[config.mk]
export PLATFORM = sky130hd
export DESIGN_NAME = ibt_cell
export DESIGN_NICKNAME = d
export VERILOG_FILES = /design/src/sv/ibt_pkg.sv /design/src/sv/ibt_cell.sv
export SDC_FILE = /design/constraint.sdc
export NUM_CORES = 1
export LEC_CHECK = 0
export BUFFER_PORTS_ARGS = -buffer_cell sky130_fd_sc_hd__buf_2
export CORE_UTILIZATION = 54
export CTS_CLUSTER_SIZE = 30
export DETAILED_ROUTE_END_ITERATION = 10
export GPL_ROUTABILITY_DRIVEN = 0
export HOLD_SLACK_MARGIN = 0.1
export PLACE_DENSITY = 0.83
export SLEW_MARGIN = 10
export SYNTH_ARGS = -nofsm -noshare
export SYNTH_HDL_FRONTEND = slang
export SYNTH_SLANG_ARGS = --single-unit
export TNS_END_PERCENT = 50
[constraint.sdc]
create_clock -name clk -period 3.95 [get_ports clk]
set_input_delay 0.395 -clock clk [delete_from_list [all_inputs] [get_ports clk]]
set_output_delay 0.395 -clock clk [all_outputs]
set_load 0.02 [all_outputs]
[src/sv/ibt_pkg.sv]
// ----------------------------------------------------------------------------
// Interval booking table package
// Shared constants, status codes and the cell control types.
// ----------------------------------------------------------------------------
package ibt_pkg;

	localparam int CAPACITY_DEF  = 64;
	localparam int TIME_BITS_DEF = 32;
	localparam int COUNT_W       = 7;
	localparam int STATUS_W      = 2;

	typedef enum logic [STATUS_W-1:0] {
		ST_BOOKED  = 2'd0,
		ST_OVERLAP = 2'd1,
		ST_FULL    = 2'd2
	} status_t;

	// Broadcast controls from the sequencer to every cell
	typedef struct packed {
		logic cmp_en;
		logic ins_en;
	} cell_ctl_t;

	// Handed from each cell to its right-hand neighbor
	typedef struct packed {
		logic occ;
		logic clash;
	} cell_link_t;

endpackage

[src/sv/ibt_cell.sv]
// ----------------------------------------------------------------------------
// Interval booking table cell
// Holds one stored interval, checks a broadcast request against it, and
// passes occupancy and the running conflict flag on to its neighbor.
// ----------------------------------------------------------------------------
module ibt_cell import ibt_pkg::*; #(
	parameter int TIME_BITS = TIME_BITS_DEF
) (
	input  logic                 clk,
	input  logic                 arst_n,
	input  cell_ctl_t            ctl,
	input  logic [TIME_BITS-1:0] cmp_start,
	input  logic [TIME_BITS-1:0] cmp_end,
	input  logic [TIME_BITS-1:0] ins_start,
	input  logic [TIME_BITS-1:0] ins_end,
	input  cell_link_t           link_in,
	output cell_link_t           link_out
);

	logic                 occ_q;
	logic                 hit_q;
	logic [TIME_BITS-1:0] slot_start_q;
	logic [TIME_BITS-1:0] slot_end_q;
	logic                 fits;
	logic                 take;

	assign fits = ((cmp_start < slot_start_q) && (cmp_end <= slot_start_q)) ||
		((cmp_start >= slot_end_q) && (cmp_end > slot_end_q));

	// First empty cell: left neighbor occupied, this one not
	assign take = ctl.ins_en && link_in.occ && !occ_q;

	always_ff @(posedge clk or negedge arst_n) begin
		if (!arst_n) begin
			occ_q <= 1'b0;
		end else if (take) begin
			occ_q <= 1'b1;
		end
	end

	always_ff @(posedge clk) begin
		if (ctl.cmp_en) begin
			hit_q <= !fits;
		end
		if (take) begin
			slot_start_q <= ins_start;
			slot_end_q   <= ins_end;
		end
	end

	assign link_out.occ   = occ_q;
	assign link_out.clash = link_in.clash || (occ_q && hit_q);

endmodule

* Yosys cells after proc, flatten, opt, wreduce, memory -nomap -nowiden
Cells that the tools add are included.
** Operators by class
- $lt $le $gt $ge :: 4
- Reductions and logical operators :: 9
** Operator list (number)
- greater-or-equal comparator 32 bit :: 1
- > comparator 32 bit :: 1
- less-or-equal comparator 32 bit :: 1
- < comparator 32 bit :: 1
- logical AND 1 bit :: 5
- logical NOT 1 bit :: 2
- logical OR 1 bit :: 2
** Storage, ports and cells
- Logic and storage cells :: 17
- Register bits :: 66

* Depth between registers and ports, before layout
Gate-level depths: netlist (run 1).
- Depth in word-level cells :: 4
- Depth in mapped cells :: 9
- Gate-level depth less buffers :: 9

* Worst setup path after synthesis (run 1)
Ideal clock, no wire load.
- Path type :: input -> register
- Start :: input ctl[0] (netlist name)
- End :: register slot_end_q[0] (enable)
- Cell stages on the path :: 2
- Setup slack :: 0.319 ns
- Required time :: 3.463 ns
- Path buffers :: 0
- Setup time :: 0.487 ns
- Arrival :: 3.144 ns
- Cell sequence :: nand2_1 > nor2_1
** Between the ends
- Word-level cells in the longest chain between the ends :: 2
** RTL lines
- from (decl) :: line ibt_cell.sv:11 : input cell_ctl_t ctl,
- logical AND 1 bit (2 in a row) :: line ibt_cell.sv:31 : assign take = ctl.ins_en && link_in.occ && !occ_q;
- via take :: line ibt_cell.sv:25 : logic take;
- to (signal assigned) :: line ibt_cell.sv:47 : slot_end_q <= ins_end;
- to (decl) :: line ibt_cell.sv:23 : logic [TIME_BITS-1:0] slot_end_q;
The timed path passes the listed nets, and every way through them passes these cells.
A chain may end at the register's enable or synchronous reset.

* Worst setup path after layout (run 1)
- Start :: register slot_end_q[5]
- End :: register hit_q (data pin)
** Between the ends
- Word-level cells in the longest chain between the ends :: 4
- Elaborated cells between the ends (all ways) :: 5
- Classes of those cells :: order compare (2); reduce/logical (3)
** RTL lines
- greater-or-equal comparator 32 bit / > comparator 32 bit (equally long branches) :: line ibt_cell.sv:28 : ((cmp_start >= slot_end_q) && (cmp_end > slot_end_q));
- logical AND 1 bit (*) :: line ibt_cell.sv:28
- logical OR 1 bit (*) :: line ibt_cell.sv:27 : assign fits = ((cmp_start < slot_start_q) && (cmp_end <= slot_start_q)) ||
- logical NOT 1 bit (*) :: line ibt_cell.sv:43 : hit_q <= !fits;
- to (signal assigned) :: line ibt_cell.sv:43
- to (decl) :: line ibt_cell.sv:21 : logic hit_q;
Mark *: on every way between the ends. The rest lies on a longest branch, timed or not.

==> results of run 1 <==
## report_power, final
part	switching, mW	leakage (nW)	internal, mW
clock	0.284	0.107	0.354
combinational	0.110	2.27	0.111
sequential	0.000384	0.593	0.769
## worst max-delay path, delay by kind of cell (launching register included)
| kind | cells | cell delay (ns) |
|---|---|---|
| flip-flops | 1 | 0.36 |
| AND/OR/NAND/NOR | 1 | 0.08 |
| AO/OA/AOI/OAI | 6 | 1.57 |
| buffers and inverters | 1 | 0.09 |
| adder cells (fa/ha/maj) | 1 | 0.25 |
## layout make-up
type	instances	area share, %
repair buffers	137	11.6
multi-input cells	322	45.1
well taps	108	2.27
inverters	65	4.10
flip-flops and latches	66	33.2
clock buffers	9	2.08
clock inverters	7	1.58
## metrics by stage
stage                     total power, mW  cell area [um^2]  utilization [%]  setup WS [ns]  instances
final                                1.63              5950             67.9           1.43        714
after global routing                 1.70              5950             67.9           1.38        714
after CTS                            1.64              5950             67.9           1.46        714
after detailed placement             1.00              5730             65.3           1.37        697
after global placement              0.986              5730             65.3           1.47        697
after floorplan                     0.885              4910                -          0.319        454
## synth_stat cells
master	count	share of area, %
ha_1	127	32
edfxtp_1	65	40
inv_1	65	5.0
a21oi_1	44	4.5
nand2_1	32	2.4
nand4_1	20	2.5
a21o_1	19	2.9
nor2_1	17	1.3
o21ai_0	16	1.6
a211oi_1	9	1.4
nand3_1	6	0.61
nor2b_1	5	0.64
a2111oi_0	3	0.54
nand2b_1	3	0.38
nor3_1	3	0.31
a221oi_1	2	0.36
nor4_1	2	0.25
o211ai_1	2	0.31
o311ai_0	2	0.36
or3_1	2	0.25
a2111o_1	1	0.23
a211oi_2	1	0.25
a22o_1	1	0.18
a32oi_1	1	0.18
and4_1	1	0.18
buf_4	1	0.15
dfrtp_1	1	0.51
o21a_1	1	0.15
o2bb2ai_1	1	0.18
or4_1	1	0.15
## state kept, by name, indices dropped and copies added, names as in the netlist
name / cells
slot_start_q: 32
occ_q: 1
slot_end_q: 32
hit_q: 1
## worst max-delay path by stage
stage / to / slack (ns) / cells after the start
4_1_cts: hit_q / 1.46 / 9
3_5_place_dp: hit_q / 1.37 / 9
6_report: hit_q / 1.43 / 9
5_1_grt: hit_q / 1.38 / 7
3_3_place_gp: hit_q / 1.47 / 9
2_1_floorplan: slot_end_q[0] / 0.32 / 2
## layer usage
layer	up-vias	track usage, %
met5	-	0
met4	0	10.4
met3	34	4.60
met2	158	44.0
met1	1889	32.2
li1	1990	-
## cell families (layout without fill, tap and decap cells)
group / count (synthesis) / after routing
adders and majority gates: 127 / 127
AOI/OAI and AO/OA: 103 / 103
and+or+nand+nor: 92 / 92
DFF: 66 / 66
buffers and inverters: 66 / 218
==> metrics.md, run 1 <==
| Metric | Value |
|---|---|
| Area of the multi-input gates | 2690 um^2 |
| Initial antenna violation count | 0 |
| Starting Density | 56.0% |
| Post-Synth Adder-Cell Area | roughly 32% |
| FF/Latch Area | 1980 um^2 |
| Sequential area share after synthesis | 40.3% |
| Synth Instances | roughly 450 |
| Synth Area in Compound Gates | 13.1% |
| Vias in the first global route | 4,193 |
| Worst path cell trace | inv_1 -> ha_1 -> a21o_1 -> nand3_1 -> a21oi_1 -> a2111oi_0 -> o21ai_0 -> a2111o_1 -> a32oi_1 |
| DR vias | ~4,100 |
| Post-route ant nets | 0 |
| Slew HR | around 45% |
| Later-pin clock latency in the skew report | 0.35 ns |
| Fin crit share | 63.8% |
| Crit. End Element | flip-flop |
| Status | finished, final reports clean |
| Final Critical Period | 2.52 ns |
| Vert. Die Dim | 97.3 um |
| Vias per cell | ~5.7 |
| Grt total ovfl | 0 |
| Setup TNS | 0 ns |
| Leading cell type in the layout, fill and taps excluded | buf_2 |
| Slowest CP cell | a2111oi_0 |
| Top layer in use | met4 |
| Routed wl met3 | 688 um |
| HPWL Detailed | about 9900 um |
| Critical-path maximum fanout | 2 |
| 1st-iter DRT viols | around 160 |
| Min-delay src | ins_end[28] |
| Min-Delay Endpoint | slot_end_q[28] |
| CTS Hold Bufs | 1 |
| Synth Warn # | 0 |
| Xor and xnor fraction of the mapped netlist area | 0% |
| Share of post-route cells with drive strength above 1 | about a quarter |
| Largest net degree at the start of global routing | 65 |
| CTS buffer count | 9 |
| Fmax | 397 MHz |
| Worst r2r path cells | 9 |
| Post-cts resize count | 0 |
| Port Buffers | 135 |
| Num ports | 136 |
| Max-cap violation count | 0 |
| Power Density | 274 nW/um^2 |
| Leak | slightly below 3 nW |
| CP Launch Type | flip-flop |
| Largest family of logic cells by synthesized area | adder cells |
| CP Data Required Time | 4.13 ns |
| Met2 Routed Length | roughly 5600 um |
| CTS tree | yes |
| Syn Std Cell Area | 4910 um^2 |
| Tot GR Track Use | about 26% |
| Critical setup path kind | flip-flop to flip-flop |
| Clk buf depth | 2 |
| Site Rows | 34 |
| Critical path origin | slot_end_q[5] |
| Post-CTS Setup Bufs | 0 |
| Synth Area in Simple Gates | 9.08% |
| Hold WS | around 0.21 ns |
| WL per Instance | 16.6 um |
| WHS Path Cells | 1 |
| WL met1 | 5230 um |
| Commonest cells after routing, fill and taps aside | 135 x buf_2, 127 x ha_1, 65 x inv_1, 65 x edfxtp_1, 44 x a21oi_1 |
| Final setup viols | 0 |
| Core Box Area | 8760 um^2 |
| Post-Syn Area per Cell | 10.8 um^2 |
| Mux cell area share after synthesis | 0% |
| # H-tree levels | 3 |
| Root buffer selected by CTS | clkbuf_8 |
| Peak VDD IR | 228 uV |
| Reg2Reg Setup Slack | 1.43 ns |
| Unrepaired setup endpoints after global routing | false |
| WL final | 11,900 um |
| Fill cell instance count of the final layout | approximately 700 |
| First-pass GRT wire length | 19,300 um |
| Die footprint | roughly 9500 um^2 |
| Pins over their slew limit | 0 |
| Post-synthesis cell type count | 30 |
| Reg-to-reg startpoint | slot_end_q[5] |
| Crit-path max cell delay | 0.52 ns |
| Hold Crit Class | input pin to flip-flop |
| Slew at the pin closest to its max-slew limit | 0.826 ns |
| DRT Pass-1 Iters | 4 |
| Worst Skew | 0.0135 ns |
| Final Hold Fails | 0 |
| Layout area overhead | 21.3% |
| CP Data Arrival Time | 2.70 ns |
| Clock edge transition at the registers on the reported setup and hold paths | ~0.080 ns |
| End of the worst register-to-register path | hit_q |
| Nets | about 860 |
| Yosys reg bits | 66 |
| Drt drc | 0 |
| Die W | 97.3 um |
| Clock sinks | 66 |
| Syn Nets | 715 |
| Diode count | 0 |
Power figures use the tool's default switching activity.
==> run 2: changes to the inputs <==
clock period = 2.4 ns   (was 3.95 ns; I/O delays follow)
==> run 2 against run 1 <==
  * Clock power is 66% higher
  * Global-route usage is 4.1 points higher
  * Sequential share of layout area is 3.7 points lower
  * Register-to-register slack worse by 1.4 ns
  * Critical endpoint unchanged
  * Largest power group unchanged
==> metrics.md, run 2 (same netlist as run 1, synthesis figures left out) <==
| Metric | Value |
|---|---|
| Status | finished, final reports clean |
| Slew HR | 60.3% (+15 points) |
| Die W | 97.3 um (unchanged) |
| Final Critical Period | 2.38 ns (-0.139 ns) |
| FF/Latch Area | 1980 um^2 (unchanged) |
| Leading cell type in the layout, fill and taps excluded | buf_2 |
| Power Density | 418 nW/um^2 (+53%) |
| Later-pin clock latency in the skew report | 0.36 ns (about the same) |
| Starting Density | 56.0% (unchanged) |
| Final Hold Fails | 0 (unchanged) |
| Regs by FF count | slot_end_q x32, slot_start_q x32 |
| Peak VDD IR | 322 uV (+41%) |
| Port Buffers | 135 (unchanged) |
| CP Launch Type | flip-flop |
| Site Rows | 34 (unchanged) |
| HPWL Detailed | 10,100 um (+2.1%) |
| Setup TNS | 0 ns (unchanged) |
| Clk buf depth | 2 (unchanged) |
| DRT Pass-1 Iters | 7 (+3) |
| CP Data Required Time | 2.50 ns (-1.63 ns) |
| Final setup viols | 0 (unchanged) |
| CP Data Arrival Time | 2.49 ns (-0.21 ns) |
| Fill cell instance count of the final layout | 583 (-16%) |
| Nets | 928 (+7.7%) |
| Power Total | 2.80 mW (+72%) |
| Pins over their slew limit | 0 (unchanged) |
| Vias in the first global route | 4,768 (+14%) |
| DR vias | 4,553 (+12%) |
| Share of post-route cells with drive strength above 1 | 24.3% (-0.99 points) |
| Finished Layout Cells | 781 (+9.4%) |
| Worst Skew | 0.0166 ns (+0.00305 ns) |
| Clock sinks | 66 (unchanged) |
| Num ports | 136 (unchanged) |
| WL final | 13,900 um (+17%) |
| Core Box Area | 8760 um^2 (unchanged) |
| CTS buffer count | 9 (unchanged) |
| Hold Crit Class | input pin to flip-flop |
| Layout area overhead | 36.4% |
| Commonest cells after routing, fill and taps aside | 135 x buf_2, 124 x ha_1, 66 x dlygate4sd3_1, 65 x inv_1, 65 x edfxtp_1 |
| Fmax | 420 MHz (+5.8%) |
| First-pass GRT wire length | 21,900 um (+14%) |
| CTS tree | yes |
| Slew at the pin closest to its max-slew limit | 0.581 ns (-0.246 ns) |
| Die footprint | 9470 um^2 (unchanged) |
| Tot GR Track Use | 29.8% (+4.1 points) |
| Leak | 3.25 nW (+9.6%) |
| Largest net degree at the start of global routing | 65 (unchanged) |
| Root buffer selected by CTS | clkbuf_8 |
| Fin crit share | 99.3% (+35 points) |
| WL per Instance | 17.8 um (+7.2%) |
| Initial antenna violation count | 1 (+1) |
| Post-route ant nets | 0 (unchanged) |
| Crit. End Element | flip-flop |
| Vert. Die Dim | 97.3 um (unchanged) |
| Clock edge transition at the registers on the reported setup and hold paths | 0.08 ns (about the same) |
| # H-tree levels | 3 (unchanged) |
| Placed cells | 697 (unchanged) |
| Vias per cell | 5.83 (+2.2%) |
| Critical-path maximum fanout | 2 (unchanged) |
| Grt total ovfl | 0 (unchanged) |
| Max-cap violation count | 0 (unchanged) |
| Drt drc | 0 (unchanged) |
| Area of the multi-input gates | 2760 um^2 (+2.6%) |
| Critical setup path kind | flip-flop to flip-flop |
| 1st-iter DRT viols | 195 (+26%) |
run 2: timing repair:
| action | in CTS | in global routing |
|---|---|---|
| hold endpoints to repair | 66 | 0 |
| hold buffers | 66 | 0 |
| endpoints found under the setup margin | 0 | 1 |
| gates resized for setup | 0 | 12 |
| buffers inserted | 0 | 1 |
run 2: report_power, final:
part	switching [mW]	total, mW	internal (mW)
Combinational	0.216	0.473	0.258
Sequential	0.000553	1.27	1.27
Clock	0.480	1.06	0.583
run 2: layer usage:
layer / wire [um] / vias to the layer above / global-route usage (%)
met5: 0 / - / 0
met1: 5500 / 2094 / 34.6
met4: 751 / 0 / 17.1
met3: 898 / 77 / 6.47
met2: 6760 / 260 / 50.9
li1: - / 2122 / -
run 2: stage by stage:
| stage | worst slack, ns | hold WS [ns] | utilization (%) | instance area [um^2] |
|---|---|---|---|---|
| finish | 0.0174 | 0.177 | 76.4 | 6700 |
| CTS | 0.00360 | 0.159 | 75.5 | 6620 |
| global placement | 0.119 | 0.0145 | 65.5 | 5740 |
| detailed placement | 0.00560 | 0.0168 | 65.5 | 5740 |
| global route | -0.0315 | 0.183 | 76.4 | 6700 |
| floorplan | 0.204 | -0.0556 | - | 4910 |
run 2: area by class of cell:
type | count | area share, %
diodes | 1 | 0.0374
clock buffers | 9 | 1.85
clock inverters | 7 | 1.40
inverters | 65 | 3.64
multi-input cells | 322 | 41.2
flip-flops and latches | 66 | 29.5
well taps | 108 | 2.02
repair buffers | 203 | 20.4
run 2: final timing paths:
check / from / to / slack [ns] / depth (start not counted)
worst max-delay path: slot_start_q[15] / hit_q / 0.02 / 7
worst min register to register: occ_q / occ_q / 0.58 / 1
max in group asynchronous: arst_n / occ_q / 2.13 / 2
worst min-delay path: ctl[0] / occ_q / 0.18 / 3
min in group asynchronous: arst_n / occ_q / 0.19 / 2
worst max register to register: slot_start_q[15] / hit_q / 0.02 / 7
run 2: worst max-delay path: stages, from the launching register on:
cell	delay, ns
edfxtp_1	0.33
inv_1	0.06
ha_1	0.33
nand4_1	0.17
or4_4	0.56
or3_4	0.40
a211oi_2	0.21
a32oi_1	0.08
==> run 3: changes to the inputs <==
clock period = 2.6 ns   (was 2.4 ns; I/O delays follow)
==> run 3 against run 2 <==
  * Register-to-register slack improved by 0.03 ns
  * Largest cell class unchanged
  * Clock power decreased by 33%
  * Die area unchanged
==> metrics.md, run 3 (same netlist as run 1, synthesis figures left out) <==
| Metric | Value |
|---|---|
| Critical setup path kind | flip-flop to flip-flop |
| Power Total | 2.29 mW (-18%) |
| Hold Crit Class | input pin to flip-flop |
| # H-tree levels | 3 (unchanged) |
| Die W | 97.3 um (unchanged) |
| 1st-iter DRT viols | 162 (-17%) |
| Die footprint | 9470 um^2 (unchanged) |
| Critical-path maximum fanout | 2 (unchanged) |
| Slew at the pin closest to its max-slew limit | 0.631 ns (+0.0501 ns) |
| Cell family with most CP delay | compound AO/OA/AOI/OAI gates |
| Crit. End Element | flip-flop |
| Worst Skew | 0.0103 ns (-0.00623 ns) |
| First-pass GRT wire length | 20,700 um (-5.9%) |
| Clock edge transition at the registers on the reported setup and hold paths | 0.07 ns (about the same) |
| Worst path cell trace | inv_1 -> ha_1 -> a21o_1 -> nand3_1 -> a21oi_1 -> a2111oi_1 -> o21ai_0 -> a2111o_1 -> a32oi_1 |
| Final setup viols | 0 (unchanged) |
| Finished Layout Cells | 775 (-0.77%) |
| HPWL Detailed | 9740 um (-3.5%) |
| Power Density | 352 nW/um^2 (-16%) |
| Num ports | 136 (unchanged) |
| Later-pin clock latency in the skew report | 0.33 ns (-0.03 ns) |
| WL final | 12,800 um (-7.8%) |
| Placed cells | 697 (unchanged) |
| Fmax | 392 MHz (-6.6%) |
| Leak | 3.20 nW (-1.5%) |
| Initial antenna violation count | 0 (-1) |
| WL per Instance | 16.5 um (-7.1%) |
| CTS tree | yes |
| Setup TNS | 0 ns (unchanged) |
| Max-cap violation count | 0 (unchanged) |
| Fin crit share | 98.2% (-1.1 points) |
| Clock sinks | 66 (unchanged) |
| Root buffer selected by CTS | clkbuf_8 |
| Share of post-route cells with drive strength above 1 | 22.5% (-1.8 points) |
| Peak VDD IR | 281 uV (-13%) |
| Post-layout instance area | 6520 um^2 (-2.6%) |
| Vert. Die Dim | 97.3 um (unchanged) |
| Layout area overhead | 32.9% |
| CP Data Required Time | 2.78 ns (+0.28 ns) |
| Vias in the first global route | 4,658 (-2.3%) |
| Commonest cells after routing, fill and taps aside | 135 x buf_2, 127 x ha_1, 65 x inv_1, 65 x edfxtp_1, 63 x dlygate4sd3_1 |
| Core Box Area | 8760 um^2 (unchanged) |
| Post-DP Area | 5740 um^2 (unchanged) |
| Grt total ovfl | 0 (unchanged) |
| Final Critical Period | 2.55 ns (+0.169 ns) |
| Nets | 924 (-0.43%) |
| Slew HR | 56.9% (-3.4 points) |
| Worst path buffer plus inverter count | 1 (unchanged) |
| CP Launch Type | flip-flop |
| Leading cell type in the layout, fill and taps excluded | buf_2 |
| Crit-path max cell delay | 0.57 ns (about the same) |
| Starting Density | 56.0% (unchanged) |
| Drt drc | 0 (unchanged) |
| Diode count | 0 (-1) |
| DRT Pass-1 Iters | 4 (-3) |
| CTS buffer count | 9 (unchanged) |
| Final worst slack | 0.0479 ns (+0.0305 ns) |
| Regs by FF count | slot_end_q x32, slot_start_q x32 |
| Layout Utilization | 74.4% (-2.0 points) |
| Final Hold Fails | 0 (unchanged) |
| DR vias | 4,318 (-5.2%) |
| Tot GR Track Use | 27.7% (-2.1 points) |
| Site Rows | 34 (unchanged) |
| Vias per cell | 5.57 (-4.4%) |
| Slowest CP cell | a2111oi_1 |
| Status | finished, final reports clean |
| Post-route ant nets | 0 (unchanged) |
| Hold WS | 0.121 ns (-0.0560 ns) |
| Largest net degree at the start of global routing | 65 (unchanged) |
| Port Buffers | 135 (unchanged) |
| Clk buf depth | 2 (unchanged) |
| Pins over their slew limit | 0 (unchanged) |
| Setup Slack @ Placement | 0.199 ns (+0.194 ns) |
| CP Data Arrival Time | 2.73 ns (+0.24 ns) |
-- run 3: power breakdown --
part | internal, mW | leakage, nW | switching [mW] | total [mW]
logic | 0.229 | 2.53 | 0.183 | 0.412
registers | 1.17 | 0.593 | 0.000845 | 1.17
clock network | 0.330 | 0.0808 | 0.382 | 0.712
-- run 3: layer usage --
| metal | GRT usage (%) | wire length, um | vias up |
|---|---|---|---|
| li1 | - | - | 2115 |
| met1 | 32.9 | 5420 | 2001 |
| met2 | 49.0 | 6350 | 166 |
| met3 | 4.89 | 655 | 36 |
| met4 | 12.3 | 394 | 0 |
| met5 | 0 | 0 | - |
-- run 3: layout make-up --
class | instances | area, um^2
well taps | 108 | 135
clock inverters | 5 | 22.5
fillers | 595 | 2240
repair buffers | 199 | 1330
inverters | 65 | 244
multi-input cells | 322 | 2690
clock buffers | 10 | 128
flip-flops and latches | 66 | 1980
-- run 3: final timing paths --
path / from / endpoint / slack, ns / cells past startpoint
worst max-delay path: slot_end_q[5] / hit_q / 0.05 / 9
worst min-delay path: ins_end[23] / slot_end_q[23] / 0.12 / 1
worst max register to register: slot_end_q[5] / hit_q / 0.05 / 9
worst min register to register: occ_q / occ_q / 0.58 / 1
max in group asynchronous: arst_n / occ_q / 2.28 / 2
min in group asynchronous: arst_n / occ_q / 0.24 / 2
-- run 3: what timing repair did --
| item | 4_1_cts | 5_1_grt |
|---|---|---|
| hold endpoints to repair | 59 | 4 |
| gates resized for setup | 0 | 1 |
| setup buffers | 0 | 0 |
| setup endpoints to repair | 0 | 1 |
| hold buffers | 59 | 4 |
-- run 3: worst register-to-register path: cells and delay by family, from the launching register on --
kind / cells / cell delay (ns)
AND/OR/NAND/NOR: 1 / 0.09
flip-flops: 1 / 0.36
buffers and inverters: 1 / 0.08
AO/OA/AOI/OAI: 6 / 1.62
adder cells (fa/ha/maj): 1 / 0.26
